[src/hw/rtl/dldf_pkg.sv]
// shared types and constants for the definite-length block deframer
// no dependencies; imported by every module of the block

package dldf_pkg;

    localparam int unsigned MAX_LEN_DIGITS = 9;
    localparam int unsigned LEN_W          = 30;
    localparam int unsigned DIG_W          = 4;

    localparam logic [7:0] CH_HASH = 8'h23;
    localparam logic [7:0] CH_ZERO = 8'h30;
    localparam logic [7:0] CH_NINE = 8'h39;
    localparam logic [7:0] CH_MAXC = CH_ZERO + 8'(MAX_LEN_DIGITS);

    localparam logic [1:0] KIND_HDR   = 2'd0;
    localparam logic [1:0] KIND_DATA  = 2'd1;
    localparam logic [1:0] KIND_ERR   = 2'd2;
    localparam logic [1:0] KIND_EMPTY = 2'd3;

    typedef enum logic [3:0] {
        PH_HUNT  = 4'b0001,
        PH_COUNT = 4'b0010,
        PH_LEN   = 4'b0100,
        PH_DATA  = 4'b1000
    } t_phase;

    // one held input item, handed from the input register to the parser
    typedef struct packed {
        logic       vld;
        logic [7:0] data;
    } t_in_item;

endpackage

[src/hw/rtl/dldf_in_reg.sv]
// input register stage of the deframer
// depends on dldf_pkg

module dldf_in_reg
    import dldf_pkg::*;
(
    input  logic       i_clk,
    input  logic       i_rst_n,
    input  logic       i_valid,
    input  logic [7:0] i_stream_byte,
    output logic       o_stall,
    input  logic       i_take,
    output t_in_item   o_item
);

    logic       r_vld;
    logic [7:0] r_data;
    logic       w_ready;

    // free, or being emptied this cycle
    assign w_ready = !r_vld || i_take;
    assign o_stall = !w_ready;

    always_ff @(posedge i_clk) begin
        if (!i_rst_n) begin
            r_vld <= 1'b0;
        end else if (w_ready) begin
            r_vld <= i_valid;
        end
    end

    always_ff @(posedge i_clk) begin
        if (w_ready && i_valid) begin
            r_data <= i_stream_byte;
        end
    end

    assign o_item.vld  = r_vld;
    assign o_item.data = r_data;

endmodule

[src/hw/rtl/dldf_parse.sv]
// header parser state, per-byte step logic and result register
// depends on dldf_pkg

module dldf_parse
    import dldf_pkg::*;
(
    input  logic       i_clk,
    input  logic       i_rst_n,
    input  t_in_item   i_item,
    output logic       o_take,
    input  logic       i_stall,
    output logic       o_valid,
    output logic [7:0] o_payload_byte,
    output logic [1:0] o_kind,
    output logic       o_last
);

    t_phase             r_phase, n_phase;
    logic [DIG_W-1:0]   r_digits_left, n_digits_left;
    logic [LEN_W-1:0]   r_len, n_len;
    logic               r_out_vld;
    logic [7:0]         r_pbyte, n_pbyte;
    logic [1:0]         r_kind, n_kind;
    logic               r_last, n_last;

    logic               w_is_digit;
    logic               w_cnt_ok;
    logic [DIG_W-1:0]   w_dval;
    logic [LEN_W-1:0]   w_len_acc;
    logic [LEN_W-1:0]   w_len_dec;
    logic [DIG_W-1:0]   w_dig_dec;

    assign o_take = i_item.vld && (!r_out_vld || !i_stall);

    assign w_is_digit = (i_item.data >= CH_ZERO) && (i_item.data <= CH_NINE);
    assign w_cnt_ok   = (i_item.data > CH_ZERO) && (i_item.data <= CH_MAXC);
    assign w_dval     = DIG_W'(i_item.data - CH_ZERO);
    // times ten as shift-add, wraps at the length width
    assign w_len_acc  = (r_len << 3) + (r_len << 1) + LEN_W'(w_dval);
    assign w_len_dec  = r_len - LEN_W'(1);
    assign w_dig_dec  = r_digits_left - DIG_W'(1);

    always_comb begin
        n_phase       = r_phase;
        n_digits_left = r_digits_left;
        n_len         = r_len;
        n_pbyte       = 8'd0;
        n_kind        = KIND_HDR;
        n_last        = 1'b0;
        unique case (r_phase)
            PH_HUNT: begin
                if (i_item.data == CH_HASH) begin
                    n_phase = PH_COUNT;
                end
            end
            PH_COUNT: begin
                if (w_cnt_ok) begin
                    n_digits_left = w_dval;
                    n_len         = '0;
                    n_phase       = PH_LEN;
                end else begin
                    n_kind  = KIND_ERR;
                    n_phase = PH_HUNT;
                end
            end
            PH_LEN: begin
                if (w_is_digit) begin
                    n_len         = w_len_acc;
                    n_digits_left = w_dig_dec;
                    if (w_dig_dec == '0) begin
                        if (w_len_acc == '0) begin
                            n_kind  = KIND_EMPTY;
                            n_phase = PH_HUNT;
                        end else begin
                            n_phase = PH_DATA;
                        end
                    end
                end else begin
                    n_kind        = KIND_ERR;
                    n_digits_left = '0;
                    n_phase       = PH_HUNT;
                end
            end
            PH_DATA: begin
                n_kind  = KIND_DATA;
                n_pbyte = i_item.data;
                n_len   = w_len_dec;
                if (w_len_dec == '0) begin
                    n_last  = 1'b1;
                    n_phase = PH_HUNT;
                end
            end
            default: begin
                n_phase = PH_HUNT;
            end
        endcase
    end

    always_ff @(posedge i_clk) begin
        if (!i_rst_n) begin
            r_phase       <= PH_HUNT;
            r_digits_left <= '0;
            r_len         <= '0;
            r_out_vld     <= 1'b0;
        end else begin
            if (o_take) begin
                r_phase       <= n_phase;
                r_digits_left <= n_digits_left;
                r_len         <= n_len;
                r_out_vld     <= 1'b1;
            end else if (!i_stall) begin
                r_out_vld     <= 1'b0;
            end
        end
    end

    always_ff @(posedge i_clk) begin
        if (o_take) begin
            r_pbyte <= n_pbyte;
            r_kind  <= n_kind;
            r_last  <= n_last;
        end
    end

    assign o_valid        = r_out_vld;
    assign o_payload_byte = r_pbyte;
    assign o_kind         = r_kind;
    assign o_last         = r_last;

    a_last_only_data: assert property (@(posedge i_clk) disable iff (!i_rst_n)
        r_out_vld && (r_kind != KIND_DATA) |-> !r_last)
        else $error("last flag on a non-payload result");

    a_len_digits_pending: assert property (@(posedge i_clk) disable iff (!i_rst_n)
        (r_phase == PH_LEN) |-> (r_digits_left != '0))
        else $error("length phase with no digits left");

    a_data_nonzero: assert property (@(posedge i_clk) disable iff (!i_rst_n)
        (r_phase == PH_DATA) |-> (r_len != '0))
        else $error("payload phase with zero bytes left");

    a_data_ends: assert property (@(posedge i_clk) disable iff (!i_rst_n)
        o_take && (r_phase == PH_DATA) && (r_len == LEN_W'(1))
        |=> (r_phase == PH_HUNT) && r_last && (r_kind == KIND_DATA))
        else $error("final payload byte did not close the block");

endmodule

[src/hw/rtl/definite_length_block_deframer.sv]
// top level of the definite-length block deframer
// depends on dldf_pkg, dldf_in_reg and dldf_parse
//
// usage:
//   input channel i_valid / i_stream_byte / o_stall carries raw link bytes,
//   one item per byte. output channel o_valid / o_payload_byte / o_kind /
//   o_last / i_stall gives exactly one result item per input item.
//   kind 0 marks a header or skipped byte, 1 a payload byte (o_last on the
//   final one), 2 a malformed header, 3 a block of length zero.
//   the parser hunts for '#', takes one count digit 1..9, that many length
//   digits, then passes the payload through and resumes hunting.
// datapath: an accepted byte goes through the input register, then the
//   per-byte step into the result register.
// throughput: one item per cycle unless i_stall holds a result (per-byte
//   parser update); while one waits, the input register can still fill once.
// reset: synchronous active-low i_rst_n empties both registers and puts
//   the parser back to hunting with cleared counters.
// stall: while i_stall holds a pending result, the held item waits in the
//   input register; once that is full too, o_stall rises and the input
//   side holds its item until space frees up.

module definite_length_block_deframer
    import dldf_pkg::*;
(
    input  logic       i_clk,
    input  logic       i_rst_n,
    input  logic       i_valid,
    input  logic [7:0] i_stream_byte,
    output logic       o_stall,
    output logic       o_valid,
    output logic [7:0] o_payload_byte,
    output logic [1:0] o_kind,
    output logic       o_last,
    input  logic       i_stall
);

    t_in_item w_item;    // item held in the input register
    logic     w_take;    // parser consumes the held item this cycle

    dldf_in_reg u_in_reg (
        .i_clk         (i_clk),
        .i_rst_n       (i_rst_n),
        .i_valid       (i_valid),
        .i_stream_byte (i_stream_byte),
        .o_stall       (o_stall),
        .i_take        (w_take),
        .o_item        (w_item)
    );

    dldf_parse u_parse (
        .i_clk          (i_clk),
        .i_rst_n        (i_rst_n),
        .i_item         (w_item),
        .o_take         (w_take),
        .i_stall        (i_stall),
        .o_valid        (o_valid),
        .o_payload_byte (o_payload_byte),
        .o_kind         (o_kind),
        .o_last         (o_last)
    );

endmodule
[config.mk]
export PLATFORM = sky130hd
export DESIGN_NAME = definite_length_block_deframer
export DESIGN_NICKNAME = d
export VERILOG_FILES = /design/src/hw/rtl/dldf_pkg.sv /design/src/hw/rtl/dldf_in_reg.sv /design/src/hw/rtl/dldf_parse.sv /design/src/hw/rtl/definite_length_block_deframer.sv
export SDC_FILE = /design/constraint.sdc
export NUM_CORES = 1
export LEC_CHECK = 0
export BUFFER_PORTS_ARGS = -buffer_cell sky130_fd_sc_hd__buf_2
export CORE_MARGIN = 8
export CORE_UTILIZATION = 63
export CTS_CLUSTER_SIZE = 40
export DETAILED_ROUTE_END_ITERATION = 10
export PLACE_DENSITY = 0.81
export SKIP_CTS_REPAIR_TIMING = 1
export SLEW_MARGIN = 25
export SYNTH_ARGS = -nofsm -noshare
export SYNTH_HDL_FRONTEND = slang
export SYNTH_SLANG_ARGS = --single-unit
[constraint.sdc]
create_clock -name i_clk -period 5 [get_ports i_clk]
set_input_delay 1 -clock i_clk [delete_from_list [all_inputs] [get_ports i_clk]]
set_output_delay 1 -clock i_clk [all_outputs]
set_load 0.02 [all_outputs]
==> impl_metrics.toml, run 1 <==
[run_status]
status = "finished clean"

[synthesis]
synth_flop_cell = "dfxtp_1"
async_flop_share_pct = 0
synth_cells = 710
seq_area_frac_synth_pct = 24.49
synth.ff_latch_count = 59
yosysWarnings = 0
synth_edf_count = 19
synth_area_mm2 = 0.005600
synthesis.nets = 782
ys_types = 69
avgSynthCellArea_um2 = 7.888

[worst_setup_path]
path_max_fanout = 12
timing.rr.start = "u_parse.r_len[2]"
critPathTopFamily = "compound AO/OA/AOI/OAI gates"
crit_chain = "fa_1 -> fa_1 -> a211oi_1 -> o211ai_1 -> a31oi_1 -> o211ai_1 -> a31oi_1 -> xor2_1 -> nand2b_1 -> or4_1 -> o31ai_1"
worstSetupStartpointType = "flop"
cp.required_ns = 5.16
crit_path_start = "u_parse.r_len[2]"
worst_setup_path_end_kind = "flop"
cp.arrival_ns = 4.66
critical_path_class = "reg -> reg"
crit_buf_inv = 0
cpPeakStageDelay_ns = 0.63
cp_slowest_cell = "or4_1"

[die]
die_h_um = 110.3
die_w_um = 110.3
io_pins = 25
initial_utilization_pct = 64.53
dieArea_mm2 = 0.01216
core-area_mm2 = 0.008678
num_rows = 34

[detailed_routing]
route.detailed.drc = 0
avgRoutedWirePerCell_um = 20.12
antenna_left = 0
dr.pass1.iters = 5
vias = 5717
wl_um = 16580
vias_per_cell = 6.938
drtIter0Drc = 510

[power]
p_per_area_mw_per_mm2 = 179.7
p_leak_uw = 0.002496
switching_share_pct = 21.81
p_total_uw = 1078
seq_power_share_pct = 47.1
peakVddDrop_uv = 160.8
switchingPower_uw = 235.1
pwr-share-clk_pct = 49.8
p_int_uw = 842.6
p_comb_share_pct = 3.1

[min_path]
hold_path_class = "reg -> reg"
hold_start = "u_in_reg.r_vld"

[grt]
overflow = 0
grt_pass1_wl_um = 26550
grt_max_degree = 39
antenna_found_initial = 0
track_usage_pct = 27.32
grt_pass1_vias = 5316

[final_layout]
seqCellArea_mm2 = 0.001371
final_common_cell = "nor2_1"
n_fill_cell = 739
multi_input_area_mm2 = 0.004051
synthToLayoutAreaGrowth_pct = 7.082
final_cells = 824
final_core_util_pct = 69.10
fin_nets = 783
mostFrequentLayoutCells = "nor2_1 (79), a21oi_1 (63), o21ai_0 (62)"
n_antenna_cell = 0
drive_above_1_share_pct = 8.380

[timing]
worst_pin_slew_ns = 0.8908
clock_skew_ns = 0.009321
finalHoldViolCount = 0
max_freq_mhz = 222.3
final.setup.tns_ns = 0
whs_ns = 0.5049
slew_violations = 0
slew_headroom_pct = 40.61
finalSetupViolCount = 0
grt_setup_unrepaired = "no"
period_needed_ns = 4.499
finalCritPeriodShare_pct = 89.99

[clock_network]
worstSkewPairLatency_ns = 0.34
clock_tree.buffer_depth = 2
ctsHtreeMaxLevel = 3
cts_tree = "done"
numCtsBuffers = 9
clkSinkCount = 59
cts.clk_slew.worst_paths_ns = 0.08
root_buffer = "clkbuf_8"

[placed_design]
place.gp.congestion = 0.9548
dp.cells = 808
io_buffer_count = 24
hpwl_um = 12380

[flow_run]
cap_violations = 0
[per-layer routing]
layer	global-route usage (%)	wire length [µm]	up-vias
li1	-	-	2697
met1	36.18	7085	2700
met2	44.09	7709	272
met3	3.605	1316	48
met4	10.75	463	0
met5	0	0	-
[cell families (layout without fill, tap and decap cells)]
logic type                 after synthesis  in the layout  synth area share (%)
and+or+nand+nor                        266            266                 24.82
AOI/OAI and AO/OA                      234            234                 27.12
adders and majority gates               60             60                 13.67
DFF                                     59             59                 24.49
buffers and inverters                   50             56                 3.440
xor gates and xnor gates                39             39                 6.099
muxes                                    2              2                0.3575
[metrics by stage]
stage / setup WS (ns) / cell area (µm²)
4_1_cts: 0.5660 / 5988
6_report: 0.5006 / 5997
5_1_grt: 0.2416 / 5997
3_5_place_dp: 0.6060 / 5748
3_3_place_gp: 0.7622 / 5748
2_1_floorplan: 1.328 / 5600
[synth_stat cells (3+ instances only)]
library cell | number | area, µm²
a211oi_1 | 14 | 105.1
a21boi_0 | 3 | 22.52
a21o_1 | 9 | 67.56
a21oi_1 | 63 | 315.3
a221oi_1 | 6 | 52.55
a22o_1 | 3 | 26.28
a22oi_1 | 9 | 67.56
a31oi_1 | 4 | 25.02
and2_1 | 13 | 81.33
and3_1 | 6 | 37.54
buf_2 | 4 | 20.02
clkbuf_1 | 34 | 127.6
dfxtp_1 | 40 | 800.8
edfxtp_1 | 19 | 570.6
ha_1 | 58 | 725.7
inv_1 | 11 | 41.29
nand2_1 | 51 | 191.4
nand2b_1 | 5 | 31.28
nand3_1 | 9 | 45.04
nand3b_1 | 7 | 52.55
nand4_1 | 8 | 50.05
nand4b_1 | 5 | 43.79
nor2_1 | 79 | 296.5
nor2b_1 | 4 | 25.02
nor3_1 | 35 | 175.2
nor3b_1 | 3 | 22.52
nor4_1 | 11 | 68.82
nor4b_1 | 3 | 26.28
o2111ai_1 | 6 | 52.55
o211ai_1 | 9 | 67.56
o21ai_0 | 62 | 310.3
o21bai_1 | 5 | 37.54
o221ai_1 | 3 | 26.28
o22ai_1 | 3 | 18.77
o31ai_1 | 4 | 30.03
o32ai_1 | 4 | 35.03
o41ai_1 | 3 | 26.28
or2_2 | 4 | 25.02
or3_1 | 8 | 50.05
or4_1 | 5 | 37.54
xnor2_1 | 13 | 113.9
xor2_1 | 26 | 227.7
[path summary, 6_finish.rpt]
path,end,cells after the start,slack (ns)
max reg2reg,u_parse.o_kind[0],11,0.50
min,u_parse.o_valid,2,0.50
max,u_parse.o_kind[0],11,0.50
min reg2reg,u_parse.o_valid,2,0.50
[registers in the layout, indices dropped and copies added, names as in the netlist]
register and flops:
u_parse.o_valid 1, u_parse.r_phase 4, u_parse.r_len 30, u_parse.r_digits_left 4
u_parse.o_kind 2, u_parse.o_payload_byte 8, u_in_reg.r_data 8, u_in_reg.r_vld 1
u_parse.o_last 1
[power groups by stage]
stage	Sequential [µW]	Clock, µW	Combinational [µW]
finish	508	537	33.1
CTS	508	544	32.9
detailed placement	519	0	32.7
global placement	518	0	32.0
floorplan	522	0	14.0
global route	509	561	35.5
[tightest hold or removal path: stages (launching register included)]
cell and delay, ns:
dfxtp_1 0.35, a21oi_1 0.05, nor2_1 0.07
[layout make-up]
class | instances | share of cell area, %
clock inverter | 7 | 1.940
inverter | 11 | 0.6885
sequential | 59 | 22.87
tap | 108 | 2.253
multi-input combinational | 601 | 67.56
clock buffer | 9 | 2.066
timing repair buffer | 29 | 2.629
Power figures use the tool's default switching activity.
==> run 2, diff against run 1 <==
- CORE_ASPECT_RATIO: default -> 0.5
==> run 2 against run 1 <==
Against the previous run:
- die area up 1.5%
- critical path type unchanged
- highest routed layer unchanged
- critical endpoint unchanged
- global-route usage rose by 0.77 points
- largest cell class unchanged
- hold slack gained 0.019 ns
- total power grew 19%
==> impl_metrics.toml, run 2 (synthesis gave the netlist of run 1 again) <==
[timing]
grt_setup_unrepaired = "no"
finalSetupViolCount = 0
final.setup.tns_ns = 0
finalHoldViolCount = 0
max_freq_mhz = 222.1
slew_violations = 0
slew_headroom_pct = 28.22
clock_skew_ns = 0.01286
worst_pin_slew_ns = 1.077
finalCritPeriodShare_pct = 90.06
period_needed_ns = 4.503

[grt]
track_usage_pct = 28.09
grt_pass1_vias = 5328
overflow = 0
grt_max_degree = 34
antenna_found_initial = 0
grt_pass1_wl_um = 27500

[placed_design]
hpwl_um = 12450
dpl-instance-area_mm2 = 0.005759
io_buffer_count = 24
place.gp.congestion = 1.018

[die]
num_rows = 24
dieArea_mm2 = 0.01235
die_w_um = 149.3
core-area_mm2 = 0.008678
die_h_um = 82.67
io_pins = 25
initial_utilization_pct = 64.53

[final_layout]
fin_nets = 783
final_area_mm2 = 0.006100
final_common_cell = "nor2_1"
mostFrequentLayoutCells = "nor2_1 (79), a21oi_1 (63), o21ai_0 (62)"
drive_above_1_share_pct = 8.380
top_register = "u_parse.r_len"
n_antenna_cell = 0
synthToLayoutAreaGrowth_pct = 8.914
largest_reg_flops = 30

[power]
p_per_area_mw_per_mm2 = 210.1
peakVddDrop_uv = 227.2
p_leak_uw = 0.002539

[flow_run]
cap_violations = 0

[worst_setup_path]
timing.rr.start = "u_parse.r_len[2]"
critical_path_class = "reg -> reg"
cp.arrival_ns = 4.67
crit_path_start = "u_parse.r_len[2]"
worst_setup_path_end_kind = "flop"
worstSetupStartpointType = "flop"
path_max_fanout = 12
cp.required_ns = 5.16

[clock_network]
cts.clk_slew.worst_paths_ns = 0.06
ctsHtreeMaxLevel = 3
numCtsBuffers = 9
cts_tree = "done"
worstSkewPairLatency_ns = 0.34
root_buffer = "clkbuf_16"
clkSinkCount = 59
clock_tree.buffer_depth = 2

[detailed_routing]
wl_um = 17220
avgRoutedWirePerCell_um = 20.67
antenna_left = 0
vias = 5786
vias_per_cell = 6.946
route.detailed.drc = 0
drtIter0Drc = 722
dr.pass1.iters = 6

[run_status]
status = "finished clean"

[min_path]
hold_path_class = "reg -> reg"
hold_start = "u_in_reg.r_vld"
## run 2: changes by cell type in the layout (fill, tap and decap cells not counted)
cell,before,now
nor4b_4,1,0
inv_6,0,1
clkbuf_16,0,9
clkinv_4,2,0
clkbuf_8,9,0
clkinvlp_4,0,1
nor4b_2,1,2
## run 2: cell type report
class                           count  area, µm²
Multi-Input combinational cell    601       4043
Clock buffer                        9      225.2
Tap cell                          117      146.4
Timing Repair Buffer               29      157.7
Inverter                           11      41.29
Sequential cell                    59       1371
Clock inverter                      7      115.1
Fill cell                         725       2579
## run 2: stage by stage
| stage | total power, µW | setup slack (ns) | cells | utilization [%] | hold WS [ns] |
|---|---|---|---|---|---|
| after floorplan | 535.7 | 1.328 | 710 | - | 0.4507 |
| after global placement | 551.2 | 0.7912 | 817 | 66.36 | 0.4683 |
| after detailed placement | 552.5 | 0.6527 | 817 | 66.36 | 0.5023 |
| after CTS | 1275 | 0.6210 | 833 | 70.29 | 0.5165 |
| after global routing | 1306 | 0.2703 | 833 | 70.29 | 0.5296 |
| final | 1281 | 0.4972 | 833 | 70.29 | 0.5235 |
## run 2: where the power goes
group	internal, µW	switching (µW)
logic	10.4	23.8
registers	503	5.99
clock network	486	252
## run 2: per-layer routing
layer  track usage, %  vias up  part of all wire, %
met5                0        -                    0
met4            8.092        0                  1.6
met3            8.211       33                   12
met2            43.14      355                   42
met1            37.90     2700                   44
li1                 -     2698                    -
## run 2: worst max-delay path, cell delays in order (launching register included)
cell	delay, ns
dfxtp_1	0.58
fa_1	0.54
fa_1	0.51
a211oi_1	0.42
o211ai_1	0.28
a31oi_1	0.38
o211ai_1	0.17
a31oi_1	0.22
xor2_1	0.21
nand2b_1	0.15
or4_1	0.64
o31ai_1	0.22
## run 2: final timing paths
check | endpoint | slack [ns] | cells after the start
max | u_parse.o_kind[0] | 0.50 | 11
min | u_parse.o_valid | 0.52 | 2
max reg2reg | u_parse.o_kind[0] | 0.50 | 11
min reg2reg | u_parse.o_valid | 0.52 | 2
==> run 3, diff against run 2 <==
- CORE_UTILIZATION: 63 -> 64
- PLACE_DENSITY: 0.81 -> 0.82
- SYNTH_HIERARCHICAL: default -> 1
==> run 3 against run 2 <==
Against the previous run:
- clock power decreased by 8.9%
- design area rose by 1.3%
- maximum frequency increased by 8.3%
==> impl_metrics.toml, run 3 <==
[synthesis]
synth_top_family_by_area = "compound AO/OA/AOI/OAI gates"
synth-simple-area-share_pct = 24.82
seq_area_frac_synth_pct = 23.88
muxShareOfSynthArea_pct = 0.7191
synth_area_leaders = "dfxtp_1 (14%), ha_1 (13%), edfxtp_1 (9.9%)"
yosysMostFrequentCell = "nor2_1"
synth_edf_count = 19
yosysWarnings = 6
async_flop_share_pct = 0
synth_area_mm2 = 0.005742
synth.ff_latch_count = 59
ys_top_cells_by_count = "nor2_1 (70), o21ai_0 (59), a21oi_1 (58), ha_1 (58), nand2_1 (48)"
avgSynthCellArea_um2 = 7.920
synth_cells = 725
synth_top_area_share_pct = 13.95
synth-compound-area-share_pct = 26.63
synth_flop_cell = "dfxtp_1"
synth_top_cell_by_area = "dfxtp_1"
synthesis.nets = 797
yosys.area_share.adder_pct = 13.34
ys_types = 78
synth_xor_area_share_pct = 5.644

[grt]
track_usage_pct = 26.81
overflow = 0
grt_max_degree = 42
antenna_found_initial = 0
grt_pass1_wl_um = 27320
grt_pass1_vias = 5269

[final_layout]
synthToLayoutAreaGrowth_pct = 7.583
final_cells = 838
largest_reg_flops = 30
final_common_cell = "nor2_1"
n_antenna_cell = 0
fin_nets = 788
drive_above_1_share_pct = 9.570
top_register = "u_parse/r_len"
mostFrequentLayoutCells = "nor2_1 (69), o21ai_0 (59), a21oi_1 (58), ha_1 (58), nand2_1 (48)"

[clock_network]
cts_tree = "done"
clkSinkCount = 59
clock_tree.buffer_depth = 2
numCtsBuffers = 9
worstSkewPairLatency_ns = 0.33
cts.clk_slew.worst_paths_ns = 0.06
ctsHtreeMaxLevel = 3
root_buffer = "clkbuf_16"

[detailed_routing]
dr.pass1.iters = 6
drtIter0Drc = 670
route.detailed.drc = 0
vias_per_cell = 6.955
antenna_left = 0
vias = 5828
avgRoutedWirePerCell_um = 20.16
wl_um = 16900

[worst_setup_path]
cp_slowest_cell = "fa_1"
cpPeakStageDelay_ns = 0.55
cp.required_ns = 5.21
cp.arrival_ns = 4.37
worstSetupStartpointType = "flop"
critical_path_class = "reg -> reg"
crit_chain = "inv_1 -> fa_1 -> inv_1 -> ha_1 -> a211oi_1 -> o21ai_0 -> and4_1 -> o21ai_0 -> mux2_2 -> o2111ai_1 -> nand4_1 -> and4bb_2 -> a31o_2"
path_max_fanout = 9
worst_setup_path_end_kind = "flop"

[timing]
final.setup.tns_ns = 0
grt_setup_unrepaired = "no"
slew_headroom_pct = 45.58
finalCritPeriodShare_pct = 83.17
finalSetupViolCount = 0
worst_slack_ns = 0.8416
worst_pin_slew_ns = 0.7957
max_freq_mhz = 240.5
slew_violations = 0
period_needed_ns = 4.158
clock_skew_ns = 0.007955
finalHoldViolCount = 0

[placed_design]
io_buffer_count = 24
dp_slack_ns = 1.009
dp.cells = 822
hpwl_um = 12180
place.gp.congestion = 0.9748

[flow_run]
cap_violations = 0

[min_path]
hold_path_class = "reg -> reg"

[power]
p_per_area_mw_per_mm2 = 202.6
peakVddDrop_uv = 240.6
p_leak_uw = 0.002471

[die]
die_h_um = 82.98
num_rows = 24
die_w_um = 150.0
dieArea_mm2 = 0.01244
io_pins = 25
core-area_mm2 = 0.008708
initial_utilization_pct = 65.93

[run_status]
status = "finished clean"
run 3: cell count changes in the layout (fill, tap and decap cells not counted), moves of 5 or more:
cell	before	now
o22ai_1	3	16
nor2_1	79	69
o21a_1	2	10
inv_1	11	18
nor3_1	35	28
nand3_1	9	15
xor2_1	26	20
a21o_1	9	4
a21oi_1	63	58
nor2b_1	4	9
run 3: cell families after synthesis:
kind of cell	after synthesis
DFF	59
adders and majority gates	60
muxes	4
AOI/OAI and AO/OA	236
and+or+nand+nor	261
xor gates and xnor gates	37
buffers and inverters	68
run 3: layer usage:
layer / track usage (%) / routed length (µm) / part of all wire [%]
met2: 38.01 / 6826 / 40
met4: 8.288 / 320 / 1.9
met1: 38.02 / 7303 / 43
met5: 0 / 0 / 0
met3: 7.738 / 2446 / 14
run 3: where the power goes:
part / leakage, µW / switching [µW] / total (µW) / internal, µW
Combinational: 0.00180 / 40.0 / 62.1 / 22.1
Sequential: 0.000506 / 10.7 / 517 / 507
Clock: 0.000160 / 233 / 672 / 439
run 3: area by class of cell:
cell class              instances  area (µm²)
multi-input cells             598        4105
fillers                       699        2531
flip-flops and latches         59        1371
clock buffers                   9       225.2
repair buffers                 29       157.7
well taps                     117       146.4
clock inverters                 7       100.1
inverters                      19       71.32
run 3: path summary, 6_finish.rpt:
path                    startpoint                end  slack (ns)  cells after the start
setup / recovery  u_parse/r_len[2]  u_parse/o_kind[0]        0.84                     13
setup reg to reg  u_parse/r_len[2]  u_parse/o_kind[0]        0.84                     13
hold / removal      u_in_reg/r_vld    u_parse/o_valid        0.50                      2
hold reg to reg     u_in_reg/r_vld    u_parse/o_valid        0.50                      2
run 3: through the flow:
stage	util [%]	hold slack, ns	total power, µW	cell area [µm²]
after floorplan	-	0.4752	565.3	5742
after global placement	67.14	0.4725	585.5	5847
after detailed placement	67.14	0.4881	586.8	5847
after CTS	70.88	0.5021	1251	6172
after global routing	70.93	0.5609	1285	6177
final	70.93	0.4983	1252	6177
run 3: critical path, delay by kind of cell (launching register included):
family | cells | cell delay [ns]
AOI/OAI and AO/OA | 5 | 1.34
adders and majority gates | 2 | 0.86
and+or+nand+nor | 3 | 0.79
DFF | 1 | 0.50
muxes | 1 | 0.35
buffers and inverters | 2 | 0.18
